`config.mk`:
```
export PLATFORM = sky130hd
export DESIGN_NAME = word_bitwise_hash_bucket
export DESIGN_NICKNAME = d
export VERILOG_FILES = /design/src/rtl/core/whbh_pkg.sv /design/src/rtl/core/whbh_front.sv /design/src/rtl/core/whbh_fifo.sv /design/src/rtl/core/whbh_mod.sv /design/src/rtl/core/word_bitwise_hash_bucket.sv
export SDC_FILE = /design/constraint.sdc
export NUM_CORES = 1
export LEC_CHECK = 0
export ABC_AREA = 1
export ABC_CLOCK_PERIOD_IN_PS = 3800
export BUFFER_PORTS_ARGS = -buffer_cell sky130_fd_sc_hd__buf_4
export CAP_MARGIN = 5
export CORE_MARGIN = 4
export CORE_UTILIZATION = 55
export CTS_BUF_LIST = sky130_fd_sc_hd__clkbuf_8
export CTS_CLUSTER_SIZE = 16
export DETAILED_ROUTE_END_ITERATION = 8
export PLACE_DENSITY = 0.79
export SLEW_MARGIN = 20
export SYNTH_ARGS = -nofsm -noshare
export SYNTH_HDL_FRONTEND = slang
export SYNTH_HIERARCHICAL = 1
export SYNTH_SLANG_ARGS = --single-unit
export TNS_END_PERCENT = 5
```
`constraint.sdc`:
```
create_clock -name clk -period 3.8 [get_ports clk]
set_clock_uncertainty 0.2 [all_clocks]
set_input_delay 0.76 -clock clk [delete_from_list [all_inputs] [get_ports clk]]
set_output_delay 0.76 -clock clk [all_outputs]
set_load 0.005 [all_outputs]
```
`src/rtl/core/whbh_pkg.sv`:
```
// Package for the word bitwise hash bucket block.
// Holds the field widths, register indexes, reset values and the divider state type.
// No dependencies.
`timescale 1ns / 1ps

package whbh_pkg;

  localparam int HASH_W      = 32;
  localparam int IDX_W       = 31;
  localparam int BYTE_W      = 8;
  localparam int CFG_DATA_W  = 32;
  localparam int CFG_INDEX_W = 1;
  localparam int QUEUE_DEPTH = 2;

  localparam logic [HASH_W-1:0] SEED_RESET       = 32'd0;
  localparam logic [IDX_W-1:0]  TABLE_SIZE_RESET = 31'd65521;

  localparam int SHIFT_UP   = 5;
  localparam int SHIFT_DOWN = 2;

  // Configuration register indexes.
  localparam logic [CFG_INDEX_W-1:0] CFG_SEED       = 1'b0;
  localparam logic [CFG_INDEX_W-1:0] CFG_TABLE_SIZE = 1'b1;

  typedef logic [HASH_W-1:0] hash_t;
  typedef logic [IDX_W-1:0]  idx_t;

  typedef enum logic [1:0] {
    ST_IDLE,
    ST_CALC,
    ST_OUT
  } mod_state_t;

endpackage

```
`src/rtl/core/whbh_front.sv`:
```
// Front end: accepts bytes, folds them into the running hash, queues finished words.
// Depends on whbh_pkg.
`timescale 1ns / 1ps

module whbh_front
  import whbh_pkg::*;
(
  input  logic              clk,
  input  logic              rst,
  input  logic              in_valid,
  output logic              in_stall,
  input  logic [BYTE_W-1:0] char_byte,
  input  logic              last_byte,
  input  hash_t             seed,
  input  logic              queue_full,
  output logic              push,
  output idx_t              push_data
);

  logic  mid_word;
  hash_t running_hash;
  hash_t hash_base;
  hash_t char_ext;
  hash_t folded;
  logic  accept;

  assign in_stall  = queue_full;
  assign accept    = in_valid && !in_stall;
  assign hash_base = mid_word ? running_hash : seed;
  assign char_ext  = {{(HASH_W-BYTE_W){char_byte[BYTE_W-1]}}, char_byte};
  assign folded    = hash_base ^ ((hash_base << SHIFT_UP) + char_ext
                                  + (hash_base >> SHIFT_DOWN));

  // Bit 31 is dropped on the way into the queue.
  assign push      = accept && last_byte;
  assign push_data = folded[IDX_W-1:0];

  always_ff @(posedge clk) begin
    if (rst) begin
      mid_word <= 1'b0;
    end else if (accept) begin
      mid_word <= !last_byte;
    end
  end

  always_ff @(posedge clk) begin
    if (accept && !last_byte) begin
      running_hash <= folded;
    end
  end

endmodule

```
`src/rtl/core/whbh_fifo.sv`:
```
// Short register queue between the hash front end and the modulo back end.
// Depends on whbh_pkg.
`timescale 1ns / 1ps

module whbh_fifo
  import whbh_pkg::*;
#(
  parameter int DEPTH = QUEUE_DEPTH
) (
  input  logic clk,
  input  logic rst,
  input  logic push,
  input  idx_t push_data,
  output logic full,
  input  logic pop,
  output logic not_empty,
  output idx_t pop_data
);

  localparam int PTR_W = (DEPTH > 1) ? $clog2(DEPTH) : 1;
  localparam int CNT_W = $clog2(DEPTH + 1);

  idx_t             entries [DEPTH];
  logic [PTR_W-1:0] wr_ptr;
  logic [PTR_W-1:0] rd_ptr;
  logic [CNT_W-1:0] count;

  assign full      = (count == CNT_W'(DEPTH));
  assign not_empty = (count != '0);
  assign pop_data  = entries[rd_ptr];

  always_ff @(posedge clk) begin
    if (rst) begin
      wr_ptr <= '0;
      rd_ptr <= '0;
      count  <= '0;
    end else begin
      if (push) begin
        wr_ptr <= (wr_ptr == PTR_W'(DEPTH - 1)) ? '0 : wr_ptr + 1'b1;
      end
      if (pop) begin
        rd_ptr <= (rd_ptr == PTR_W'(DEPTH - 1)) ? '0 : rd_ptr + 1'b1;
      end
      if (push && !pop) begin
        count <= count + 1'b1;
      end else if (pop && !push) begin
        count <= count - 1'b1;
      end
    end
  end

  always_ff @(posedge clk) begin
    if (push) begin
      entries[wr_ptr] <= push_data;
    end
  end

endmodule

```
`src/rtl/core/whbh_mod.sv`:
```
// Back end: restoring remainder, one quotient bit per cycle, and the result register.
// Depends on whbh_pkg.
`timescale 1ns / 1ps

module whbh_mod
  import whbh_pkg::*;
(
  input  logic clk,
  input  logic rst,
  input  idx_t table_size,
  input  logic queue_valid,
  input  idx_t queue_data,
  output logic pop,
  output logic out_valid,
  input  logic out_stall,
  output idx_t bucket
);

  localparam int CNT_W = $clog2(IDX_W);

  mod_state_t       state;
  mod_state_t       state_next;
  logic [CNT_W-1:0] cnt;
  idx_t             rem;
  idx_t             dividend;
  logic [IDX_W:0]   trial;
  logic [IDX_W:0]   diff;
  logic             fits;
  idx_t             rem_step;
  logic             size_zero;

  assign size_zero = (table_size == '0);
  assign trial     = {rem, dividend[IDX_W-1]};
  assign diff      = trial - {1'b0, table_size};
  assign fits      = (trial >= {1'b0, table_size});
  assign rem_step  = fits ? diff[IDX_W-1:0] : trial[IDX_W-1:0];

  always_comb begin
    state_next = state;
    unique case (state)
      ST_IDLE: begin
        if (queue_valid) begin
          state_next = size_zero ? ST_OUT : ST_CALC;
        end
      end
      ST_CALC: begin
        if (cnt == '0) begin
          state_next = ST_OUT;
        end
      end
      ST_OUT: begin
        if (!out_stall) begin
          state_next = ST_IDLE;
        end
      end
      default: state_next = ST_IDLE;
    endcase
  end

  always_comb begin
    pop       = (state == ST_IDLE) && queue_valid;
    out_valid = (state == ST_OUT);
  end

  always_ff @(posedge clk) begin
    if (rst) begin
      state <= ST_IDLE;
    end else begin
      state <= state_next;
    end
  end

  always_ff @(posedge clk) begin
    if (pop) begin
      rem      <= '0;
      dividend <= queue_data;
      cnt      <= CNT_W'(IDX_W - 1);
      if (size_zero) begin
        bucket <= queue_data;
      end
    end else if (state == ST_CALC) begin
      rem      <= rem_step;
      dividend <= {dividend[IDX_W-2:0], 1'b0};
      cnt      <= cnt - 1'b1;
      if (cnt == '0) begin
        bucket <= rem_step;
      end
    end
  end

endmodule

```
`src/rtl/core/word_bitwise_hash_bucket.sv`:
```
// Top level of the word bitwise hash bucket block.
// Depends on whbh_pkg, whbh_front, whbh_fifo and whbh_mod.
`timescale 1ns / 1ps

// Usage
// -----
// A word enters one byte per request on the input channel (char_byte, last_byte),
// taken when in_valid is high and in_stall is low. Each byte is folded into a
// 32-bit running hash in the cycle it is taken, so bytes of a word stream at one
// per cycle while not stalled. The first byte of a word starts from the seed register.
// A byte with last_byte set closes the word: its hash, with bit 31 dropped, is
// queued for the back end, and the next byte starts a new word from the seed.
// The back end reduces each queued hash modulo table_size with a restoring
// divider that produces one quotient bit per cycle. A word holds the back end while
// it picks the entry from the queue, runs 31 divider steps and waits in the output
// register, plus any time that out_stall holds it there. A table_size of zero
// skips the divider steps.
// The bucket is shown on the output channel until a cycle with out_stall low takes it.
// The back end takes the next queued hash only after the bucket of the last one
// has been taken.
// The input stalls only when the queue of finished words is full.
// Configuration writes (cfg_index 0 for seed, 1 for table_size) are always taken.
// Reset clears the queue, the divider and the word-in-progress flag and sets
// seed to 0 and table_size to 65521.

module word_bitwise_hash_bucket
  import whbh_pkg::*;
#(
  parameter int QUEUE_DEPTH_P = QUEUE_DEPTH
) (
  input  logic                   clk,
  input  logic                   rst,
  input  logic                   in_valid,
  output logic                   in_stall,
  input  logic [BYTE_W-1:0]      char_byte,
  input  logic                   last_byte,
  output logic                   out_valid,
  input  logic                   out_stall,
  output logic [IDX_W-1:0]       bucket,
  input  logic                   cfg_valid,
  output logic                   cfg_ready,
  input  logic [CFG_INDEX_W-1:0] cfg_index,
  input  logic [CFG_DATA_W-1:0]  cfg_data
);

  hash_t seed;
  idx_t  table_size;
  logic  queue_full;
  logic  push;
  idx_t  push_data;
  logic  pop;
  logic  queue_valid;
  idx_t  queue_data;

  // The register file never holds off a write.
  assign cfg_ready = 1'b1;

  always_ff @(posedge clk) begin
    if (rst) begin
      seed       <= SEED_RESET;
      table_size <= TABLE_SIZE_RESET;
    end else if (cfg_valid && cfg_ready) begin
      unique case (cfg_index)
        CFG_SEED:       seed       <= cfg_data[HASH_W-1:0];
        CFG_TABLE_SIZE: table_size <= cfg_data[IDX_W-1:0];
        default: ;
      endcase
    end
  end

  // Front end: byte intake and hash folding.
  whbh_front u_front (
    .clk        (clk),
    .rst        (rst),
    .in_valid   (in_valid),
    .in_stall   (in_stall),
    .char_byte  (char_byte),
    .last_byte  (last_byte),
    .seed       (seed),
    .queue_full (queue_full),
    .push       (push),
    .push_data  (push_data)
  );

  // Queue of finished word hashes.
  whbh_fifo #(
    .DEPTH (QUEUE_DEPTH_P)
  ) u_fifo (
    .clk       (clk),
    .rst       (rst),
    .push      (push),
    .push_data (push_data),
    .full      (queue_full),
    .pop       (pop),
    .not_empty (queue_valid),
    .pop_data  (queue_data)
  );

  // Back end: modulo reduction and result register.
  whbh_mod u_mod (
    .clk         (clk),
    .rst         (rst),
    .table_size  (table_size),
    .queue_valid (queue_valid),
    .queue_data  (queue_data),
    .pop         (pop),
    .out_valid   (out_valid),
    .out_stall   (out_stall),
    .bucket      (bucket)
  );

endmodule
```
==> flow_summary.toml <==
[power_and_ir_drop]
power.internal_w = 0.00913
total_power_w = 0.0165
p_comb_share_pct = 53.1
p_sw_w = 0.00733
powerDensity_nw_per_um2 = 895
p_leak_nw = 9.30
switching_share_pct = 44.6
pwr-share-clk_pct = 15.8
irDropWorstVdd_mv = 0.516
seqPwrFrac_pct = 31.1

[logic_synthesis]
ys_warn_count = 6
syn-cell-area_sq_um = 16900
netlist_instances = 2198
async_reset_ff_share_pct = 0
synth_edf_count = 156
seq_area_frac_synth_pct = 40.4
ys.flop_type = "edfxtp_1"
synth-seq-cells = 263
synth.avg_cell_area_sq_um = 7.69
syn-num-nets = 2342
synth_cell_types = 46

[route]
wl_per_cell_um = 16.0
drt_wl_total_um = 42600
routed_via_density = 5.21
ant_nets = 0
num_vias = 13924
drc = 0
drtPass1Iterations = 5
drt_first_iter_violations = 1145

[timing]
hold_viol_final = 0
rsz0062_at_grt = "false"
worst_pin_slew_ps = 869
setup_viol = 0
tns_ps = 0
fmax_mhz = 279
post-route-period-util_pct = 94.3
fin_crit_ps = 3580
maxSlewHeadroom_pct = 42.0
drv_slew = 0

[critical_path]
worst-setup-path-type = "flop to flop"
worst-path-max-fanout = 27
worstSetupStartpointType = "flop"
cp-end-kind = "flop"
cp.arrival_ps = 3680
crit_required_ps = 3900

[clock_tree]
post_cts.repair.setup_buffers = 0
clk-insertion-delay-late_ps = 560
root_buffer = "clkbuf_8"
clockBufferDepth = 3
postCtsHoldBufs = 0
numCtsBuffers = 42
clk_pin_slew_ps = 60
cts-htree-levels = 2
ctsResizeCount = 0
clkSinkCount = 263
cts_tree = "done"

[die]
die_area_sq_um = 33600
core.rowCount = 63
core_sq_um = 30000
start_util_pct = 56.4
io_pins = 81
die_h_um = 183
die_x_um = 183

[hold_path]
hp-class = "input pin to flop"

[cells_and_area]
fin_util_pct = 61.4
drive_above_1_share_pct = 11.5
fillers = 2594
multi_input_area_sq_um = 7990
final_nets = 2393
register_area_sq_um = 6830
diodes = 0
area_growth_pct = 8.79

[grt]
grt_pass1_wl_um = 68500
grt_usage_pct = 25.2
grt_max_degree = 68
grt.overflow.total = 0
grt_pass1_vias = 13404
antenna_found_initial = 0

[placed_design]
hpwl_um = 32600
io_buffer_count = 79
gp_congestion = 0.977

[flow_run]
cap_violations = 0

[run_status]
status = "finished clean"
-- critical path: stages, from the launching register on --
cell     delay [ps]
dfxtp_2         340
buf_12          180
buf_4           380
mux2_4          380
fa_1            470
ha_1            380
nand2_1         120
nor2_1          270
nand2_1         140
nor2_1          110
nand2_1          70
nand3_1         110
nand2_1          60
nand2_1          50
inv_1            60
-- cell usage after synthesis (8+ instances only) --
| library cell | count | area [sq um] |
|---|---|---|
| nand2_1 | 685 | 2570 |
| fa_1 | 27 | 541 |
| nand3_1 | 137 | 686 |
| xor2_1 | 33 | 289 |
| buf_6 | 19 | 214 |
| ha_1 | 70 | 876 |
| xnor2_1 | 28 | 245 |
| buf_4 | 40 | 300 |
| clkinv_1 | 12 | 45.0 |
| buf_2 | 13 | 65.1 |
| a21oi_1 | 69 | 345 |
| o21ai_0 | 25 | 125 |
| nor3_1 | 13 | 65.1 |
| mux2_2 | 41 | 462 |
| clkbuf_1 | 13 | 48.8 |
| nand4_1 | 9 | 56.3 |
| nand3b_1 | 25 | 188 |
| o21ai_2 | 16 | 140 |
| edfxtp_1 | 156 | 4680 |
| nand3_2 | 9 | 90.1 |
| nor2_1 | 222 | 833 |
| inv_1 | 365 | 1370 |
| dfxtp_1 | 107 | 2140 |
| nor4_1 | 8 | 50.1 |
-- path summary, 6_finish.rpt --
| kind | startpoint | endpoint | slack, ps | cells after the start |
|---|---|---|---|---|
| worst max register to register | u_front/mid_word | u_fifo/entries[0][23] | 220 | 14 |
| worst max-delay path | u_front/mid_word | u_fifo/entries[0][23] | 220 | 14 |
| worst min-delay path | cfg_data[7] | table_size[7] | 220 | 3 |
| worst min register to register | u_mod/cnt[4] | u_mod/cnt[4] | 280 | 1 |
-- final cells by class --
cell class | instances | area share (%)
Sequential cell | 263 | 37.1
Multi-Input combinational cell | 1465 | 43.5
Inverter | 381 | 7.78
Timing Repair Buffer | 96 | 3.99
Clock inverter | 32 | 1.50
Clock buffer | 46 | 3.44
Tap cell | 390 | 2.65
-- state kept, by name, indices dropped and copies added (netlist names), 5 cells and up, named ones only --
register              count
u_fifo/entries           62
seed                     32
u_front/running_hash     32
table_size               31
u_mod/bucket             31
u_mod/dividend           31
u_mod/rem                31
u_mod/cnt                 5
-- placed cells by master, fill, tap and decap left out, types with 3 or more instances in the layout --
cell type | netlist | final
xor2_1 | 33 | 33
nor2_1 | 222 | 219
xnor2_1 | 28 | 28
a21oi_2 | 4 | 4
clkinv_1 | 12 | 17
nand2_1 | 685 | 683
nand3_1 | 137 | 137
clkinvlp_4 | 0 | 3
nand3_2 | 9 | 9
edfxtp_1 | 156 | 156
nand2_2 | 6 | 8
dfxtp_1 | 107 | 105
inv_2 | 4 | 4
o21ai_2 | 16 | 16
nand2_4 | 3 | 3
mux2_4 | 3 | 3
fa_1 | 27 | 27
o21ai_0 | 25 | 25
bufinv_16 | 0 | 5
o21bai_1 | 4 | 4
buf_4 | 40 | 95
clkbuf_8 | 0 | 46
o21a_1 | 3 | 3
clkinv_2 | 0 | 6
nor2_2 | 4 | 7
nor4_1 | 8 | 8
nand3b_1 | 25 | 25
nor2_4 | 4 | 4
inv_1 | 365 | 377
and2_1 | 3 | 3
nand4_1 | 9 | 9
mux2_2 | 41 | 41
nor3_1 | 13 | 13
ha_1 | 70 | 70
a21oi_1 | 69 | 69
-- logic make-up after synthesis --
kind of cell	after synthesis	synth area share, %
AND/OR/NAND/NOR	1131	28.0
buffers and inverters	470	12.4
flip-flops	263	40.4
AO/OA/AOI/OAI	128	4.41
adder cells (fa/ha/maj)	97	8.38
XOR/XNOR	63	3.35
multiplexers	45	3.06
other	1	0.0222
-- routing by layer --
metal	vias to the layer above	wire, um	GRT usage [%]	share of wire, %
li1	6940	-	-	-
met5	-	0	0	0
met2	493	20300	42.1	48
met3	76	2710	3.47	6.4
met4	0	1170	8.13	2.7
met1	6415	18500	34.1	43
-- stage by stage --
step	cells	worst slack (ps)	hold WS, ps	area [sq um]
after floorplan	2198	642	241	16900
after global placement	2595	315	252	17500
after detailed placement	2595	276	274	17500
after CTS	2673	267	191	18400
after global routing	2673	27.5	214	18400
final	2673	218	220	18400
-- power by group through the flow --
stage          registers, W  logic (W)  clock network (W)
3_5_place_dp        0.00517    0.00859                  0
6_report            0.00512    0.00873            0.00261
2_1_floorplan       0.00504    0.00686                  0
4_1_cts             0.00512    0.00864            0.00266
3_3_place_gp        0.00513    0.00840                  0
5_1_grt             0.00519    0.00981            0.00280
No activity file was read; power rests on OpenSTA's default activity.
